--- src/hdl/gyfp_pkg.sv ---
package gyfp_pkg;

  // Field widths of the byte stream and the results.
  localparam int BYTE_W    = 8;
  localparam int WORD_W    = 16;
  localparam int YAW_W     = 10;
  localparam int HEAD_W    = 9;
  localparam int OFFSET_W  = 9;
  localparam int DIFF_W    = 11;

  // Frame layout.
  localparam int FRAME_BYTES_DEF = 7;
  localparam logic [BYTE_W-1:0] HEADER_BYTE = 8'hAA;
  localparam logic [WORD_W-1:0] YAW_MIDPOINT = 16'd32768;

  // Division by 100 as a multiply by ceil(2^23 / 100) and a shift of 23.
  // The error stays below 0.01 for every 16-bit dividend, so the floor is exact.
  localparam int DIV_MULT_W = 17;
  localparam int PROD_W     = WORD_W + DIV_MULT_W;
  localparam int DIV_SHIFT  = 23;
  localparam logic [DIV_MULT_W-1:0] DIV_MULT = 17'd83887;
  localparam int QUOT_W     = 9;

  // Heading wrap limits.
  localparam logic signed [DIFF_W-1:0] HEAD_MAX  = 11'sd180;
  localparam logic signed [DIFF_W-1:0] HEAD_MIN  = -11'sd180;
  localparam logic signed [DIFF_W-1:0] FULL_TURN = 11'sd360;

  // Request held between the frame stage and the heading stage.
  typedef struct packed {
    logic              valid;
    logic              done;
    logic              positive;
    logic [QUOT_W-1:0] quot;
  } gyfp_stage_t;

endpackage

--- src/hdl/gyro_yaw_frame_parser.sv ---
// Gyro yaw frame parser. Takes one serial byte per request and returns one
// result per byte, carrying the latest yaw in whole degrees, the heading
// (yaw minus cfg offset, wrapped once towards plus or minus 180) and a flag that
// marks the byte which closed a frame. A frame opens with 0xAA and is
// FRAME_BYTES long; bytes 1 and 2 form the big-endian yaw word. The block
// sustains one byte per clock cycle while results are taken at the output.
// Each byte passes the stage register, after the frame counter and the
// reciprocal multiply that divides by 100, and then the result register,
// after the sign, offset subtraction and wrap. There is no clearing pass
// after reset. The offset register is written through cfg_wr_en and
// cfg_wr_data and should only change while the block is idle.
module gyro_yaw_frame_parser #(
  parameter int FRAME_BYTES = gyfp_pkg::FRAME_BYTES_DEF
) (
  input  logic                                 clk,
  input  logic                                 rst,
  input  logic                                 cfg_wr_en,
  input  logic signed [gyfp_pkg::OFFSET_W-1:0] cfg_wr_data,
  input  logic                                 in_valid,
  output logic                                 in_ready,
  input  logic [gyfp_pkg::BYTE_W-1:0]          rx_byte,
  output logic                                 out_valid,
  input  logic                                 out_ready,
  output logic signed [gyfp_pkg::YAW_W-1:0]    yaw_degrees,
  output logic signed [gyfp_pkg::HEAD_W-1:0]   heading,
  output logic                                 frame_done
);
  import gyfp_pkg::*;

  logic signed [OFFSET_W-1:0] heading_offset;
  gyfp_stage_t                stage;
  logic                       advance;

  // Calibration offset register.
  always_ff @(posedge clk) begin
    if (rst) begin
      heading_offset <= '0;
    end else if (cfg_wr_en) begin
      heading_offset <= cfg_wr_data;
    end
  end

  gyfp_frame #(
    .FRAME_BYTES (FRAME_BYTES)
  ) u_frame (
    .clk      (clk),
    .rst      (rst),
    .in_valid (in_valid),
    .in_ready (in_ready),
    .rx_byte  (rx_byte),
    .advance  (advance),
    .stage    (stage)
  );

  gyfp_heading u_heading (
    .clk            (clk),
    .rst            (rst),
    .stage          (stage),
    .advance        (advance),
    .heading_offset (heading_offset),
    .out_valid      (out_valid),
    .out_ready      (out_ready),
    .yaw_degrees    (yaw_degrees),
    .heading        (heading),
    .frame_done     (frame_done)
  );

endmodule

--- src/hdl/gyfp_frame.sv ---
module gyfp_frame #(
  parameter int FRAME_BYTES = gyfp_pkg::FRAME_BYTES_DEF
) (
  input  logic                          clk,
  input  logic                          rst,
  input  logic                          in_valid,
  output logic                          in_ready,
  input  logic [gyfp_pkg::BYTE_W-1:0]   rx_byte,
  input  logic                          advance,
  output gyfp_pkg::gyfp_stage_t         stage
);
  import gyfp_pkg::*;

  localparam int POS_W = $clog2(FRAME_BYTES);
  localparam logic [POS_W-1:0] POS_IDLE = '0;
  localparam logic [POS_W-1:0] POS_HIGH = POS_W'(1);
  localparam logic [POS_W-1:0] POS_LOW  = POS_W'(2);
  localparam logic [POS_W-1:0] POS_LAST = POS_W'(FRAME_BYTES - 1);

  logic [POS_W-1:0]      frame_position;
  logic [POS_W-1:0]      frame_position_next;
  logic [BYTE_W-1:0]     yaw_high_byte;
  logic [BYTE_W-1:0]     yaw_low_byte;
  logic                  accept;
  logic                  done_next;
  logic [WORD_W-1:0]     word;
  logic                  positive;
  logic [WORD_W-1:0]     operand;
  logic [PROD_W-1:0]     product;

  // The stage takes a new request when it is empty or its content moves on.
  assign in_ready = !stage.valid || advance;
  assign accept   = in_valid && in_ready;

  // Frame position tracking.
  always_comb begin
    frame_position_next = frame_position;
    done_next           = 1'b0;
    if (frame_position == POS_IDLE) begin
      if (rx_byte == HEADER_BYTE) begin
        frame_position_next = POS_HIGH;
      end
    end else if (frame_position == POS_LAST) begin
      frame_position_next = POS_IDLE;
      done_next           = 1'b1;
    end else begin
      frame_position_next = frame_position + POS_W'(1);
    end
  end

  // The low yaw byte may arrive on the very byte that closes a short frame.
  assign word = {yaw_high_byte, (frame_position == POS_LOW) ? rx_byte : yaw_low_byte};

  // Words above the midpoint decode to (65535 - T) / 100, the rest to T / 100
  // with the sign flipped later; 65535 - T is the bitwise inverse of T.
  assign positive = word > YAW_MIDPOINT;
  assign operand  = positive ? ~word : word;
  assign product  = PROD_W'(operand) * PROD_W'(DIV_MULT);

  always_ff @(posedge clk) begin
    if (rst) begin
      frame_position <= POS_IDLE;
    end else if (accept) begin
      frame_position <= frame_position_next;
    end
  end

  // Yaw bytes are captured at their places in the frame.
  always_ff @(posedge clk) begin
    if (accept && frame_position == POS_HIGH) begin
      yaw_high_byte <= rx_byte;
    end
    if (accept && frame_position == POS_LOW) begin
      yaw_low_byte <= rx_byte;
    end
  end

  // Stage register holding the quotient for the heading stage.
  always_ff @(posedge clk) begin
    if (rst) begin
      stage.valid <= 1'b0;
    end else if (in_ready) begin
      stage.valid <= in_valid;
    end
    if (accept) begin
      stage.done     <= done_next;
      stage.positive <= positive;
      stage.quot     <= product[DIV_SHIFT +: QUOT_W];
    end
  end

endmodule

--- src/hdl/gyfp_heading.sv ---
module gyfp_heading (
  input  logic                                clk,
  input  logic                                rst,
  input  gyfp_pkg::gyfp_stage_t               stage,
  output logic                                advance,
  input  logic signed [gyfp_pkg::OFFSET_W-1:0] heading_offset,
  output logic                                out_valid,
  input  logic                                out_ready,
  output logic signed [gyfp_pkg::YAW_W-1:0]   yaw_degrees,
  output logic signed [gyfp_pkg::HEAD_W-1:0]  heading,
  output logic                                frame_done
);
  import gyfp_pkg::*;

  logic signed [YAW_W-1:0]  yaw_value;
  logic signed [YAW_W-1:0]  yaw_value_next;
  logic signed [YAW_W-1:0]  quot_ext;
  logic signed [DIFF_W-1:0] diff;
  logic signed [DIFF_W-1:0] wrapped;
  logic                     take;

  // The result register frees up when it is empty or being read.
  assign advance = !out_valid || out_ready;
  assign take    = stage.valid && advance;

  // Yaw update on a completed frame.
  assign quot_ext       = $signed(YAW_W'(stage.quot));
  assign yaw_value_next = !stage.done ? yaw_value :
                          stage.positive ? quot_ext : -quot_ext;

  // Heading is yaw minus offset, folded back by one full turn at most.
  assign diff = DIFF_W'(yaw_value_next) - DIFF_W'(heading_offset);

  always_comb begin
    wrapped = diff;
    if (diff > HEAD_MAX) begin
      wrapped = diff - FULL_TURN;
    end else if (diff < HEAD_MIN) begin
      wrapped = diff + FULL_TURN;
    end
  end

  always_ff @(posedge clk) begin
    if (rst) begin
      yaw_value <= '0;
      out_valid <= 1'b0;
    end else begin
      if (take) begin
        yaw_value <= yaw_value_next;
      end
      if (advance) begin
        out_valid <= stage.valid;
      end
    end
  end

  // Result register.
  always_ff @(posedge clk) begin
    if (take) begin
      yaw_degrees <= yaw_value_next;
      heading     <= wrapped[HEAD_W-1:0];
      frame_done  <= stage.done;
    end
  end

endmodule

--- config.mk ---
export PLATFORM = sky130hd
export DESIGN_NAME = gyro_yaw_frame_parser
export DESIGN_NICKNAME = d
export VERILOG_FILES = /design/src/hdl/gyfp_pkg.sv /design/src/hdl/gyro_yaw_frame_parser.sv /design/src/hdl/gyfp_frame.sv /design/src/hdl/gyfp_heading.sv
export SDC_FILE = /design/constraint.sdc
export NUM_CORES = 1
export LEC_CHECK = 0
export BUFFER_PORTS_ARGS = -buffer_cell sky130_fd_sc_hd__buf_2
export CAP_MARGIN = 20
export CORE_MARGIN = 2
export CORE_UTILIZATION = 25
export DETAILED_ROUTE_END_ITERATION = 10
export GPL_TIMING_DRIVEN = 0
export PLACE_DENSITY = 0.42
export SYNTH_ARGS = -nofsm -noshare
export SYNTH_HDL_FRONTEND = slang
export SYNTH_SLANG_ARGS = --single-unit
--- constraint.sdc ---
create_clock -name clk -period 18.2 [get_ports clk]
set_clock_uncertainty 0.2 [all_clocks]
set_input_delay 0.91 -clock clk [delete_from_list [all_inputs] [get_ports clk]]
set_output_delay 0.91 -clock clk [all_outputs]
set_load 0.1 [all_outputs]
## Word-level counts from Yosys, hierarchy flattened

Cells that the tools add are included.

- Multipliers: 1
- $lt $le $gt $ge: 3
- Add/sub/neg operators: 5
- Equal/unequal tests: 5
- Muxes and demuxes: 10
- Reductions and logical operators: 10
- Bitwise gates (word level): 1

Operator list:

| operator | number |
|---|---|
| multiplier 16 x 17 -> 32 bit, second input constant | 1 |
| two-way mux 10 bit | 2 |
| two-way mux 9 bit | 2 |
| > comparator 16 bit, second input constant | 1 |
| two-way mux 16 bit | 1 |
| inverter 16 bit | 1 |
| > comparator 11 x 9 -> 1 bit, second input constant | 1 |
| < comparator 11 x 9 -> 1 bit, second input constant | 1 |
| subtractor 10 x 9 -> 11 bit | 1 |
| negator 9 -> 10 bit | 1 |
| adder 9 bit, second input constant | 1 |
| two-way mux 3 bit | 3 |
| subtractor 9 bit, second input constant | 1 |
| equality test 8 bit, second input constant | 1 |
| two-way mux 8 bit | 1 |
| logical AND 1 bit | 4 |
| adder 3 x 1 -> 3 bit, second input constant | 1 |
| equality test 3 x 1 -> 1 bit, second input constant | 1 |
| equality test 3 x 2 -> 1 bit, second input constant | 1 |
| equality test 3 bit, second input constant | 1 |
| zero test 3 bit | 1 |
| zero test 1 bit | 2 |
| logical OR 1 bit | 2 |
| inequality test 2 bit, second input constant | 1 |
| other kinds (2) | 2 |

- Bits of input ports: 22
- Register bits after elaboration: 71
- Word-level logic and storage cells: 48

## Longest topological paths before layout

- Depth in word-level cells: 7
- Gate-level depth with buffers: 33

## Modules after synthesis

A second synthesis with hierarchy kept.

- Cell total of the unflattened synthesis: 879
- Area, all modules: 8660.8 µm²

By module, submodules not included:

| module | cells an instance | instances | area each (µm²) | sequential area each (µm²) |
|---|---|---|---|---|
| gyfp_frame | 616 | 1 | 6197.2 | 890.9 |
| gyfp_heading | 234 | 1 | 2144.6 | 820.8 |
| gyro_yaw_frame_parser | 29 | 1 | 319.1 | 180.2 |

## Worst setup path before layout

No wires, ideal clock.

- Path type: in2reg
- From: in rx_byte[5] (netlist bit)
- To: reg u_frame.stage[6] (netlist name)
- Required time: 17742 ps
- Stages: 28
- Buffers on the path: 1
- Library setup time: 258 ps
- Arrival time: 7579 ps
- Setup slack: 10163 ps
- Cells stage by stage: mux2i_1 ha_1 nand4b_1 or3_1 nor2_1 nand2_1 nand2_1 buf_2 xnor2_1 inv_1 ha_1 or3_1 fa_1 fa_1 fa_1 fa_1 inv_1 fa_1 inv_1 ha_1 inv_1 nor4_1 o2111ai_1 a21oi_1 or2_1 a221o_1 a21oi_2 xnor2_1

- Longest elaborated chain between the ends: 4

RTL lines:

| item | RTL line | text |
|---|---|---|
| from (decl) | gyro_yaw_frame_parser.sv:21 | `input logic [gyfp_pkg::BYTE_W-1:0] rx_byte,` |
| two-way mux 8 bit * | gyfp_frame.sv:52 | `assign word = {yaw_high_byte, (frame_position == POS_LOW) ? rx_byte : yaw_low_byte};` |
| > comparator 16 bit / inverter 16 bit (equally long branches) | gyfp_frame.sv:56, gyfp_frame.sv:57 |  |
| two-way mux 16 bit * | gyfp_frame.sv:57 | `assign operand = positive ? ~word : word;` |
| multiplier 16 x 17 -> 32 bit * | gyfp_frame.sv:58 | `assign product = PROD_W'(operand) * PROD_W'(DIV_MULT);` |
| net u_frame.product[29] | gyfp_frame.sv:29 | `logic [PROD_W-1:0] product;` |

The timed path passes the listed nets; every way through them passes the cells marked *.
A chain may end at the register's enable or synchronous reset.

## Worst setup path in the final report

- From: reg u_frame.frame_position[1]
- To: reg u_frame.stage[7] (netlist name)

- Longest elaborated chain between the ends: 5

RTL lines:

| item | RTL line | text |
|---|---|---|
| from (decl) | gyfp_frame.sv:20 | `logic [POS_W-1:0] frame_position;` |
| from (signal assigned) | gyfp_frame.sv:64 | `frame_position <= frame_position_next;` |
| equality test 3 x 2 -> 1 bit * | gyfp_frame.sv:52 |  |
| two-way mux 8 bit * | gyfp_frame.sv:52 |  |
| > comparator 16 bit / inverter 16 bit (equally long branches) | gyfp_frame.sv:56, gyfp_frame.sv:57 |  |
| two-way mux 16 bit * | gyfp_frame.sv:57 |  |
| multiplier 16 x 17 -> 32 bit * | gyfp_frame.sv:58 |  |
| net u_frame.product[30] | gyfp_frame.sv:29 |  |

Marked as above.

==> qor.yml <==
outcome:
  status: "finished, final reports clean"
synthesis:
  ys_async_sr_fraction_pct: 0
  synth-xor-area-share_pct: 6.030
  synth_compound_area_share_pct: 8.138
  syn_inst: 863
  yosysMostFrequentCell: "inv_1"
  synth_top_family_by_area: "adder cells"
  synth-seq-cells: 71
  synthTopCellsByArea: "fa_1 21%, ha_1 20%, edfxtp_1 17%, inv_1 8.0%, dfxtp_1 5.6%"
  synth_top_area_share_pct: 21.31
  yosysTopAreaCell: "fa_1"
  yosysWarningCount: 0
  synth_ff_type: "edfxtp_1"
  yosysSeqAreaShare_pct: 22.13
  ys_top_cells_by_count: "183 x inv_1, 135 x ha_1, 91 x fa_1"
  synth_simple_gate_area_share_pct: 9.792
  synth_fa_ha_area_share_pct: 41.07
  synth.area.mux_share_pct: 3.762
  postSynthAreaPerCell_um2: 9.905
  synth_area_um2: 8548
  synth_edf_count: 47
  yosysUniqueCellTypes: 63
critical_path:
  cp_common_cell: "fa_1"
  crit_path_max_incr_delay_ns: 0.67
  critPathLaunch: "u_frame.frame_position[1]"
  crit_fanout: 10
  crit_arrival_ns: 9.78
  worstSetupPathType: "reg2reg"
  startpoint_type: "flop"
  critical-path-slowest-cell: "mux2i_1"
  crit_required_ns: 18.09
  cp-end-kind: "flop"
  timing.rr.start: "u_frame.frame_position[1]"
floorplan:
  fp.dieArea_um2: 35690
  pin_count: 44
  die_w_um: 188.9
  rows: 67
  core_area_um2: 33620
  start_util_pct: 25.43
  die_h_um: 188.9
clocking:
  cts_hold_buf: 0
  cts-root-buf: "clkbuf_16"
  clockBufferDepth: 2
  clk_latency_ns: 0.34
  numCtsBuffers: 9
  cts_sinks: 71
  cts_tree: "built"
  cts-resized-gates: 0
  cts-htree-levels: 3
  clkSlewWorstSetupHoldPaths_ns: 0.06
  post-cts-setup-buffers: 0
sta:
  min_period_ns: 9.894
  drv_slew: 0
  setup_tns_ns: 0
  slew-limit-headroom_pct: 43.33
  worst_slack_ns: 8.306
  fin_crit_sh_pct: 54.36
  hold_viol_final: 0
  hold_slack_ns: 0.2718
  rsz0062_at_grt: "false"
  worst_slew_pin_slew_ns: 0.8411
  fmax_mhz: 101.1
  final-setup-viol-count: 0
route:
  ant_nets: 0
  drc: 0
  first_pass_iters: 5
  routed_wl_um: 19920
  drtIter0Drc: 255
  vias: 5795
  routedWlPerCell_um: 14.51
  via_per_inst: 4.221
global_routing:
  grt_antenna_before_repair: 0
  grt_pass1_vias: 6178
  grt_max_degree: 29
  grt_overflow: 0
  grt_pass1_wl_um: 33650
  track_usage_pct: 12.07
cells_and_area:
  utilization_pct: 28.63
  fillerInstances: 3556
  drive_above_1_share_pct: 8.442
  nNetsFinal: 1167
  syn_to_final_growth_pct: 12.59
power_and_ir_drop:
  p_leak_nw: 4.618
  vdd_ir_drop_max_uv: 48.50
  power.share.clock_pct: 33.0
  seqPwrFrac_pct: 36.7
  p_sw_share_pct: 34.87
  p_comb_share_pct: 30.3
  internal_power_mw: 0.3366
  p_switching_mw: 0.1802
  power.density_nw_per_um2: 53.71
run:
  max_cap_viol_count: 0
placed_design:
  place_hpwl_um: 17360
  numPortBuffers: 42
  place_congestion: 0.7974
  pre_cts_slack_ns: 8.059
hold_path:
  min_from: "u_frame.stage[10]"
  min_path_type: "reg2reg"
## per-stage QoR
stage | instance area (µm²) | power, mW | instances
floorplan | 8552 | 0.3158 | 864
global placement | 9323 | 0.3493 | 1354
detailed placement | 9323 | 0.3497 | 1354
CTS | 9607 | 0.5239 | 1370
global route | 9622 | 0.5479 | 1372
finish | 9624 | 0.5169 | 1373
## per-layer routing
layer	track usage [%]	share of wire, %	up-vias	wire length [µm]
met2	20.50	49	70	9704
met4	2.825	1.1	0	226
met1	16.38	48	2765	9553
met5	0	0	-	0
met3	1.409	2.2	12	433
li1	-	-	2948	-
## layout make-up
type | count | area, µm² | area share [%]
Inverter | 184 | 690.7 | 7.176
Tap cell | 448 | 560.5 | 5.824
Timing Repair Buffer | 44 | 225.2 | 2.340
Clock inverter | 4 | 26.28 | 0.2730
Buffer | 14 | 77.57 | 0.8060
Multi-Input combinational cell | 595 | 5892 | 61.22
Sequential cell | 71 | 1892 | 19.66
Clock buffer | 12 | 257.7 | 2.678
Antenna cell | 1 | 2.502 | 0.02600
## cells by family (layout without fill, tap and decap cells)
logic type	Yosys count	count (layout)
AND/OR/NAND/NOR	172	172
other	2	4
XOR/XNOR	58	58
multiplexers	32	32
adder cells (fa/ha/maj)	226	226
flip-flops	71	71
buffers and inverters	198	258
AO/OA/AOI/OAI	104	104
## placed cells by master, fill, tap and decap left out, types with 4 or more instances in the layout
cell type and count:
o21ai_0 15, nand2b_1 7, a21oi_1 36, a21o_1 8
a211oi_1 8, ha_1 135, dfxtp_1 24, nor3_1 9
buf_2 43, edfxtp_1 47, a32oi_1 4, fa_1 91
xor2_1 24, and3_1 7, nand2_1 31, clkbuf_1 10
nand3_1 9, mux2i_1 31, inv_1 183, nor2b_1 8
xnor2_1 33, clkbuf_16 10, or2_2 4, nor2_1 72
or3_1 4
## power groups by stage
stage | clock network (mW) | registers, mW | logic [mW]
after floorplan | 0 | 0.228 | 0.0873
after global placement | 0 | 0.193 | 0.156
after detailed placement | 0 | 0.193 | 0.157
after CTS | 0.176 | 0.190 | 0.158
after global routing | 0.183 | 0.190 | 0.174
final | 0.171 | 0.190 | 0.157
## path summary, 6_finish.rpt
check	end	cells after the start	slack (ns)
setup reg to reg	u_frame.stage[7]	31	8.31
setup / recovery	u_frame.stage[7]	31	8.31
hold reg to reg	u_heading.frame_done	0	0.27
hold / removal	u_heading.frame_done	0	0.27
## worst max-delay path: cells and delay by family, from the launching register on
| kind | cells | cell delay (ns) |
|---|---|---|
| simple gates | 8 | 2.29 |
| fa+ha+maj | 8 | 3.43 |
| buf+inv | 7 | 1.02 |
| compound gates | 5 | 1.36 |
| xor+xnor | 2 | 0.34 |
| flops | 1 | 0.30 |
| mux | 1 | 0.67 |
## sequential cells by signal, summed over array words and instances, names as in the netlist
register                flops
u_frame.stage              12
u_heading.yaw_value        10
u_heading.out_valid         1
u_heading.heading           9
heading_offset              9
u_heading.frame_done        1
u_heading.yaw_degrees      10
u_frame.yaw_low_byte        8
u_frame.frame_position      3
u_frame.yaw_high_byte       8
Note: power is estimated with default switching activity, not from simulation.
